File: src/hw/rtl/tchb_pkg.sv
// ----------------------------------------------------------------------------
// tchb_pkg
// Shared constants, codes and control types of the bucket balancer.
// ----------------------------------------------------------------------------
package tchb_pkg;

  // Table geometry and counter width.
  localparam int unsigned MAX_HALF_BUCKETS = 512;
  localparam int unsigned NUM_BUCKETS      = 2 * MAX_HALF_BUCKETS;
  localparam int unsigned IDX_W            = $clog2(NUM_BUCKETS);
  localparam int unsigned TOT_W            = IDX_W + 1;
  localparam int unsigned COUNT_WIDTH      = 16;

  // Field widths.
  localparam int unsigned KEY_W  = 31;
  localparam int unsigned HALF_W = 10;
  localparam int unsigned LEN_W  = 16;

  // Hash moduli.
  localparam int unsigned HASH_A = 109;
  localparam int unsigned HASH_B = 137;

  // Key reduction: one hex digit per step, most significant digit first.
  localparam int unsigned NIB_W      = 4;
  localparam int unsigned DIGITS     = (KEY_W + NIB_W - 1) / NIB_W;
  localparam int unsigned PAD_W      = DIGITS * NIB_W;
  localparam int unsigned DIG_W      = $clog2(DIGITS);
  localparam int unsigned REM_W      = $clog2(HASH_B);
  localparam int          HALF_STEPS = REM_W / 2;

  // Stream widths, rounded up to whole bytes.
  localparam int unsigned IN_TDATA_W  = ((KEY_W + 7) / 8) * 8;
  localparam int unsigned OUT_TDATA_W = ((IDX_W + LEN_W + 7) / 8) * 8;

  // Mode carried in the input tuser.
  localparam logic MODE_REPORT = 1'b1;

  // Configuration register indexes.
  localparam int unsigned CFG_IDX_W = 2;
  typedef enum logic [CFG_IDX_W-1:0] {
    CFG_HALF_BUCKET_COUNT = 2'd0,
    CFG_TARGET_KEY        = 2'd1
  } cfg_idx_e;

  // Program steps, in program order.
  typedef enum logic [3:0] {
    S_CLEAR   = 4'd0,
    S_IDLE    = 4'd1,
    S_DIGIT   = 4'd2,
    S_RED_HI  = 4'd3,
    S_RED_LO  = 4'd4,
    S_RD_H1   = 4'd5,
    S_RD_H2   = 4'd6,
    S_CAP_B   = 4'd7,
    S_INS_WR  = 4'd8,
    S_RPT_RD  = 4'd9,
    S_RPT_CAP = 4'd10,
    S_RPT_OUT = 4'd11
  } step_e;

  // Datapath operations.
  typedef enum logic [3:0] {
    OP_CLEAR   = 4'd0,
    OP_ACCEPT  = 4'd1,
    OP_DIGIT   = 4'd2,
    OP_RED_HI  = 4'd3,
    OP_RED_LO  = 4'd4,
    OP_RD_H1   = 4'd5,
    OP_RD_H2   = 4'd6,
    OP_CAP_B   = 4'd7,
    OP_INS_WR  = 4'd8,
    OP_RD_TGT  = 4'd9,
    OP_CAP_TGT = 4'd10,
    OP_RPT_OUT = 4'd11
  } op_e;

  // Jump conditions.
  typedef enum logic [2:0] {
    CND_NEXT     = 3'd0,
    CND_JUMP     = 3'd1,
    CND_CLR_MORE = 3'd2,
    CND_DIG_MORE = 3'd3,
    CND_REPORT   = 3'd4
  } cond_e;

  // Wait conditions that hold a step.
  typedef enum logic [1:0] {
    WAIT_NONE = 2'd0,
    WAIT_IN   = 2'd1,
    WAIT_OUT  = 2'd2
  } wait_e;

  // One control word of the program.
  typedef struct packed {
    op_e   op;
    cond_e cond;
    wait_e hold;
    step_e target;
  } uword_t;

  // Sequencer to datapath.
  typedef struct packed {
    op_e  op;
    logic fire;
  } ctrl_t;

  // Datapath to sequencer.
  typedef struct packed {
    logic in_valid;
    logic in_report;
    logic out_busy;
    logic clr_last;
    logic dig_last;
  } stat_t;

endpackage

File: src/hw/rtl/tchb_sequencer.sv
// ----------------------------------------------------------------------------
// tchb_sequencer
// Step counter and control store that drive the balancer datapath.
// ----------------------------------------------------------------------------
module tchb_sequencer (
  input  logic            clk_i,
  input  logic            rst_ni,
  input  tchb_pkg::stat_t stat_i,
  output tchb_pkg::ctrl_t ctrl_o
);

  tchb_pkg::step_e  pc_q, pc_d;
  tchb_pkg::uword_t uw;
  logic             waiting;
  logic             take;

  // Control store: one word per step.
  always_comb begin
    unique case (pc_q)
      tchb_pkg::S_CLEAR:   uw = '{tchb_pkg::OP_CLEAR,   tchb_pkg::CND_CLR_MORE,
                                  tchb_pkg::WAIT_NONE, tchb_pkg::S_CLEAR};
      tchb_pkg::S_IDLE:    uw = '{tchb_pkg::OP_ACCEPT,  tchb_pkg::CND_REPORT,
                                  tchb_pkg::WAIT_IN,   tchb_pkg::S_RPT_RD};
      tchb_pkg::S_DIGIT:   uw = '{tchb_pkg::OP_DIGIT,   tchb_pkg::CND_DIG_MORE,
                                  tchb_pkg::WAIT_NONE, tchb_pkg::S_DIGIT};
      tchb_pkg::S_RED_HI:  uw = '{tchb_pkg::OP_RED_HI,  tchb_pkg::CND_NEXT,
                                  tchb_pkg::WAIT_NONE, tchb_pkg::S_IDLE};
      tchb_pkg::S_RED_LO:  uw = '{tchb_pkg::OP_RED_LO,  tchb_pkg::CND_NEXT,
                                  tchb_pkg::WAIT_NONE, tchb_pkg::S_IDLE};
      tchb_pkg::S_RD_H1:   uw = '{tchb_pkg::OP_RD_H1,   tchb_pkg::CND_NEXT,
                                  tchb_pkg::WAIT_NONE, tchb_pkg::S_IDLE};
      tchb_pkg::S_RD_H2:   uw = '{tchb_pkg::OP_RD_H2,   tchb_pkg::CND_NEXT,
                                  tchb_pkg::WAIT_NONE, tchb_pkg::S_IDLE};
      tchb_pkg::S_CAP_B:   uw = '{tchb_pkg::OP_CAP_B,   tchb_pkg::CND_NEXT,
                                  tchb_pkg::WAIT_NONE, tchb_pkg::S_IDLE};
      tchb_pkg::S_INS_WR:  uw = '{tchb_pkg::OP_INS_WR,  tchb_pkg::CND_JUMP,
                                  tchb_pkg::WAIT_OUT,  tchb_pkg::S_IDLE};
      tchb_pkg::S_RPT_RD:  uw = '{tchb_pkg::OP_RD_TGT,  tchb_pkg::CND_NEXT,
                                  tchb_pkg::WAIT_NONE, tchb_pkg::S_IDLE};
      tchb_pkg::S_RPT_CAP: uw = '{tchb_pkg::OP_CAP_TGT, tchb_pkg::CND_NEXT,
                                  tchb_pkg::WAIT_NONE, tchb_pkg::S_IDLE};
      tchb_pkg::S_RPT_OUT: uw = '{tchb_pkg::OP_RPT_OUT, tchb_pkg::CND_JUMP,
                                  tchb_pkg::WAIT_OUT,  tchb_pkg::S_IDLE};
      default:             uw = '{tchb_pkg::OP_ACCEPT,  tchb_pkg::CND_JUMP,
                                  tchb_pkg::WAIT_NONE, tchb_pkg::S_IDLE};
    endcase
  end

  // Wait and jump conditions of the current word.
  always_comb begin
    waiting = ((uw.hold == tchb_pkg::WAIT_IN) && !stat_i.in_valid) ||
              ((uw.hold == tchb_pkg::WAIT_OUT) && stat_i.out_busy);
    unique case (uw.cond)
      tchb_pkg::CND_NEXT:     take = 1'b0;
      tchb_pkg::CND_JUMP:     take = 1'b1;
      tchb_pkg::CND_CLR_MORE: take = !stat_i.clr_last;
      tchb_pkg::CND_DIG_MORE: take = !stat_i.dig_last;
      tchb_pkg::CND_REPORT:   take = stat_i.in_report;
      default:                take = 1'b0;
    endcase
  end

  // Next step.
  always_comb begin
    if (waiting) begin
      pc_d = pc_q;
    end else if (take) begin
      pc_d = uw.target;
    end else begin
      pc_d = tchb_pkg::step_e'(pc_q + 4'd1);
    end
  end

  // Outputs to the datapath.
  always_comb begin
    ctrl_o.op   = uw.op;
    ctrl_o.fire = !waiting;
  end

  always_ff @(posedge clk_i or negedge rst_ni) begin
    if (!rst_ni) begin
      pc_q <= tchb_pkg::S_CLEAR;
    end else begin
      pc_q <= pc_d;
    end
  end

endmodule

File: config.mk
export PLATFORM = sky130hd
export DESIGN_NAME = tchb_sequencer
export DESIGN_NICKNAME = d
export VERILOG_FILES = /design/src/hw/rtl/tchb_pkg.sv /design/src/hw/rtl/tchb_sequencer.sv
export SDC_FILE = /design/constraint.sdc
export NUM_CORES = 1
export LEC_CHECK = 0
export ABC_AREA = 1
export BUFFER_PORTS_ARGS = -buffer_cell sky130_fd_sc_hd__buf_2
export CORE_AREA = 2 2 39 41
export CTS_CLUSTER_SIZE = 14
export DETAILED_ROUTE_END_ITERATION = 7
export DIE_AREA = 0 0 41 43
export SETUP_SLACK_MARGIN = 0.02
export SLEW_MARGIN = 10
export SYNTH_ARGS = -nofsm -noshare
export SYNTH_HDL_FRONTEND = slang
export SYNTH_SLANG_ARGS = --single-unit
File: constraint.sdc
create_clock -name clk_i -period 2 [get_ports clk_i]
set_input_delay 0.4 -clock clk_i [delete_from_list [all_inputs] [get_ports clk_i]]
set_output_delay 0.4 -clock clk_i [all_outputs]
set_load 0.02 [all_outputs]
==> results of run 1 <==
[per-layer routing]
layer	share of wire, %	routed length (µm)
met3	5.1	52
met1	48	484
met5	0	0
met2	47	479
met4	0	0
[cells in the mapped netlist]
master	number	share of area, %
a21oi_1	1	1.3
dfrtp_1	4	26
ha_1	3	9.8
inv_1	6	5.9
inv_2	2	2.0
nand2_1	13	13
nand2_2	3	4.9
nand2_4	1	2.9
nand3_1	9	12
nand3_2	1	2.6
nand3b_1	1	2.0
nand4_1	1	1.6
nor2_1	8	7.8
nor2_2	1	1.6
o21ai_0	1	1.3
o21ai_1	1	1.3
o21ai_2	1	2.3
xor2_1	1	2.3
[worst paths after layout]
check / to / startpoint / slack (ps) / cells after the start
max: ctrl_o[0] / pc_q[1] / 100 / 6
min: pc_q[2] / stat_i[4] / 490 / 3
max reg2reg: pc_q[1] / pc_q[0] / 390 / 10
min reg2reg: pc_q[1] / pc_q[1] / 660 / 2
max in group asynchronous: pc_q[0] / rst_ni / 1360 / 2
min in group asynchronous: pc_q[2] / rst_ni / 500 / 2
[cells by family (layout without fill, tap and decap cells)]
family | after synthesis | count (layout) | share of synthesized area [%]
and+or+nand+nor | 38 | 38 | 47.89
buffers and inverters | 8 | 25 | 7.818
AOI/OAI and AO/OA | 4 | 4 | 6.186
DFF | 4 | 4 | 26.06
adders and majority gates | 3 | 3 | 9.773
xor gates and xnor gates | 1 | 1 | 2.281
[worst min-delay path: stages]
cell	delay, ps
buf_2	110
o21ai_4	80
nor2_1	90
[area by class of cell]
class | instances | area share (%)
multi-input cells | 46 | 53.01
repair buffers | 14 | 14.81
inverters | 8 | 5.556
clock buffers | 3 | 4.167
well taps | 16 | 3.704
flip-flops and latches | 4 | 18.75
[stage by stage]
stage | instance area [µm²] | cells
5_1_grt | 540.5 | 91
3_5_place_dp | 466.7 | 86
3_3_place_gp | 466.7 | 86
4_1_cts | 500.5 | 90
2_1_floorplan | 384.1 | 58
6_report | 540.5 | 91
[timing repair]
action                                 CTS  global route
endpoints found under the hold margin    4             0
setup buffers                            0             1
cloned                                   0             0
setup endpoints to repair                1             1
gates resized for setup                  1             5
hold buffers                             1             0
[power by group through the flow]
stage | combinational, mW | clock, mW | sequential (mW)
floorplan | 0.456 | 0 | 0.156
global placement | 0.582 | 0 | 0.165
detailed placement | 0.590 | 0 | 0.166
CTS | 0.596 | 0.108 | 0.167
global route | 0.749 | 0.113 | 0.178
finish | 0.666 | 0.102 | 0.173
==> metrics.txt, run 1 <==
outcome=finished, final reports clean; Slew Limit Fails=0; Top reg by flops=pc_q; crit-path cells=inv_1 -> ha_2 -> nand2_4 -> o21ai_4 -> inv_2 -> buf_2; Critical Path End Type=output port; most common cell after layout, fill and taps aside=nand2_1; Mapped Area=384.1 µm²; Largest regs=pc_q: 4 flops; grt ovf=0; Max FO, Critical Path=5; Yosys warning total=0; met3 GRT Util=4.712%; Final period util=94.94%; RSZ-0062 raised after global routing=false; Gate power share=70.8%; vias post-DR=427; # fillers=154; cts bufs inserted=3; clk buf depth=2; worst-skew pair later-pin latency=230 ps; Yosys reg bits=4; Power Total=0.9405 mW; Synth Area per Inst=roughly 6.6 µm²; vias in the first global route=around 370; Synth cell types=18; Switching Share=~53%; Final HPWL DP=774.4 µm; CTS tree=done; peak supply drop=0.6886 mV; Top delay family on crit path=flip-flops; initial cell density of the core=27.76%; Reg power frac=18.4%; I/O pin cnt=12; CP Data Arrival Time=1500 ps; pwr dens=~1700 nW/µm²; worst hold slack=a little under 500 ps; Max Cap Violations=0; multi-input logic area=286.5 µm²; antenna violations before repair=0; first-pass detailed-route iteration total=2; Net Switching=0.5026 mW; Slew headroom=81.41%; Iter 0 DRT Violations=7; die area=1763 µm²; core area=1384 µm²; Layout Skew=0.6812 ps; CTS Sinks=4; Port Buffers=11; residual DRC count=0; max reg flops=4; final setup vio count=0; Most Crowded Layer GR=met1; Critical path buffers and inverters=3; first-pass GRT wire length=~1600 µm; endpoints failing hold=0; sequential area share after synthesis=26.06%; vias per cell=4.692; CP Class=reg -> out; required time worst endpoint=1600 ps; Cell Rows=14; post-layout util=between 30% and 40%; final critical-path required period=1899 ps; setup ws final=101.1 ps; Storage cell area=101.3 µm²; routing usage on met1=18.89%; most frequent cells in the layout=nand2_1 (13), buf_2 (11), nor2_1 (8), nand3_1 (8), inv_1 (6); Worst Setup Start Kind=flop; Worst Tran Pin Value=278.8 ps; GR Layer Usage met2=17.19%; Die X-Extent=41 µm; HP Class=in -> reg; Final GP Congestion=0.8804; clock power share=10.8%; Worst-path clk slew=roughly 40 ps; CP max-delay cell=dfrtp_1; Root Driver=clkbuf_4; CTS H-tree lvls=1; ANT cells=0; pin count of the biggest net entering global routing=8; worst stage delay on the critical path=approximately 450 ps; Post-DRT Antenna Nets=0; Final #Nets=87; GRT Util Overall=13.51%; Post-Route WL=about 1000 µm; DP Worst Slack=between 200 and 300 ps; syn nets=68; Die Y=43 µm; leakage power=0.2938 nW; Setup TNS=0 ps; WL/cell=11.16 µm; FMAX=526.6 MHz; Int Pwr=0.4378 mW; Gate Count Post-Synth=between 50 and 60; share of cells above drive strength 1=38.67%; area grow syn2layout=40.72%
No activity file was read; power rests on OpenSTA's default activity.
==> inputs of run 2 (changes only) <==
- CELL_PAD_IN_SITES_DETAIL_PLACEMENT: default -> 1
- CELL_PAD_IN_SITES_GLOBAL_PLACEMENT: default -> 2
- CORE_AREA: 2 2 39 41 -> default
- CORE_MARGIN: default -> 2
- CORE_UTILIZATION: default -> 24
- DIE_AREA: 0 0 41 43 -> default
- PLACE_DENSITY_LB_ADDON: default -> 0.1
==> run 2 against run 1 <==
Effect of this change: worst hold slack gained 14 ps; worst setup slack got worse by 13 ps; clock power about the same; clock skew hardly changed; flip-flop and latch count stayed put; critical path type unchanged; critical endpoint unchanged; highest routed layer unchanged.
==> metrics.txt, run 2 (synthesis gave the netlist of run 1 again) <==
outcome=finished, final reports clean; area grow syn2layout=48.86%; CP dominant cell by count=inv_2; worst stage delay on the critical path=390 ps (-60 ps); I/O pin cnt=12 (unchanged); worst hold slack=500.1 ps (+14.12 ps); clk buf depth=2 (unchanged); peak supply drop=0.5020 mV (-27%); first-pass detailed-route iteration total=3 (+1); Iter 0 DRT Violations=3 (-4); residual DRC count=0 (unchanged); # fillers=206 (+34%); non-filler instance count after layout=98 (+7.7%); Root Driver=clkbuf_4; Worst-path clk slew=40 ps (about the same); Finished Cell Area=571.8 µm² (+5.8%); post-layout util=37.96% (-1.1 points); most frequent cells in the layout=nand2_1 (13), buf_2 (11), nand3_1 (9), buf_4 (9), nor2_1 (8); die area=1936 µm² (+9.8%); Final period util=95.57% (+0.63 points); Final GP Congestion=0.7183 (-18%); Max FO, Critical Path=5 (unchanged); CP Class=reg -> out; Final #Nets=94 (+8.0%); Post-DRT Antenna Nets=0 (unchanged); Die Y=44.01 µm (+2.3%); Worst Setup Start Kind=flop; final setup vio count=0 (unchanged); CTS tree=done; crit-path cells=inv_2 -> ha_1 -> nand3_1 -> o21ai_4 -> inv_2 -> buf_2; placed insts=86 (unchanged); endpoints failing hold=0 (unchanged); GRT Util Overall=12.83% (-0.68 points); grt ovf=0 (unchanged); ANT cells=0 (unchanged); FMAX=523.2 MHz (-0.65%); vias in the first global route=404 (+11%); Port Buffers=11 (unchanged); Largest regs=pc_q: 4 flops; worst-skew pair later-pin latency=230 ps (about the same); most common cell after layout, fill and taps aside=nand2_1; HP Class=in -> async; core area=1506 µm² (+8.9%); CTS H-tree lvls=1 (unchanged); Slew Limit Fails=0 (unchanged); first-pass GRT wire length=1787 µm (+14%); initial cell density of the core=25.50% (-2.3 points); pwr dens=1788 nW/µm² (+2.8%); vias post-DR=445 (+4.2%); share of cells above drive strength 1=43.90% (+5.2 points); Post-Route WL=1172 µm (+15%); Top reg by flops=pc_q; antenna violations before repair=0 (unchanged); final critical-path required period=1911 ps (+12.50 ps); placed cell areas=466.7 µm² (unchanged); Layout Skew=1.139 ps (+0.4582 ps); RSZ-0062 raised after global routing=false; Final HPWL DP=853.4 µm (+10%); WL/cell=11.96 µm (+7.1%); required time worst endpoint=1600 ps (about the same); CTS Sinks=4 (unchanged); max reg flops=4 (unchanged); vias per cell=4.541 (-3.2%); CP max-delay cell=dfrtp_2; Max Cap Violations=0 (unchanged); CP Data Arrival Time=1510 ps (about the same); Worst Tran Pin Value=248.8 ps (-30.09 ps); Die X-Extent=44.01 µm (+7.3%); leakage power=0.3239 nW (+10%); cts bufs inserted=3 (unchanged); Critical Path End Type=output port; Setup TNS=0 ps (unchanged); Slew headroom=83.42% (+2.0 points); Cell Rows=14 (unchanged); pin count of the biggest net entering global routing=8 (unchanged)
run 2: cell types whose count changed in the layout (fill, tap and decap cells not counted):
cell and delta:
ha_4 -1, inv_2 +1, dfrtp_2 +1, dfrtp_1 -1, ha_1 +1, nor2_2 +1
inv_1 -1, nor2_4 -1, nand3_1 +1, nand3_2 -1, buf_4 +7
run 2: through the flow:
step                      power, mW  worst slack, ps
after floorplan              0.6118            433.0
after global placement       0.7914            126.1
after detailed placement     0.7792            175.8
after CTS                    0.9255            26.85
after global routing          1.129            4.119
final                         1.023            88.63
run 2: what timing repair did:
item,CTS,global route
setup buffers,2,6
hold endpoints to repair,4,0
hold buffers,1,0
pin swaps,0,1
endpoints found under the setup margin,1,1
resized for setup,1,4
run 2: path summary, 6_finish.rpt:
path | start | endpoint | slack (ps) | depth (start not counted)
max in group asynchronous | rst_ni | pc_q[0] | 1370 | 2
min reg2reg | pc_q[1] | pc_q[1] | 560 | 2
max | pc_q[0] | ctrl_o[0] | 90 | 6
min | rst_ni | pc_q[2] | 500 | 2
min in group clk_i | pc_q[1] | pc_q[1] | 560 | 2
max reg2reg | pc_q[0] | pc_q[0] | 430 | 10
run 2: power by group:
| group | internal [mW] | switching [mW] | leakage (nW) | total, mW |
|---|---|---|---|---|
| registers | 0.120 | 0.0492 | 0.0488 | 0.169 |
| clock network | 0.0672 | 0.0341 | 0.0138 | 0.101 |
| logic | 0.316 | 0.436 | 0.261 | 0.752 |
run 2: critical path, delay by kind of cell, from the launching register on:
| kind | cells | cell delay, ps |
|---|---|---|
| buffers and inverters | 3 | 330 |
| AO/OA/AOI/OAI | 1 | 80 |
| flip-flops | 1 | 390 |
| AND/OR/NAND/NOR | 1 | 140 |
| adder cells (fa/ha/maj) | 1 | 330 |
run 2: cell type report:
cell class              instances  area [µm²]  area share (%)
repair buffers                 21       132.6           23.19
inverters                       8       30.03           5.252
flip-flops and latches          4       102.6           17.94
well taps                      16       20.02           3.501
clock buffers                   3       22.52           3.939
multi-input cells              46       264.0           46.17
run 2: per-layer routing:
metal	vias to the layer above	wire length (µm)	GRT usage, %	share of wire [%]
li1	235	-	-	-
met1	205	568	17.13	48
met2	5	577	20.00	49
met3	0	26	3.750	2.2
met4	0	0	3.636	0
met5	-	0	0	0
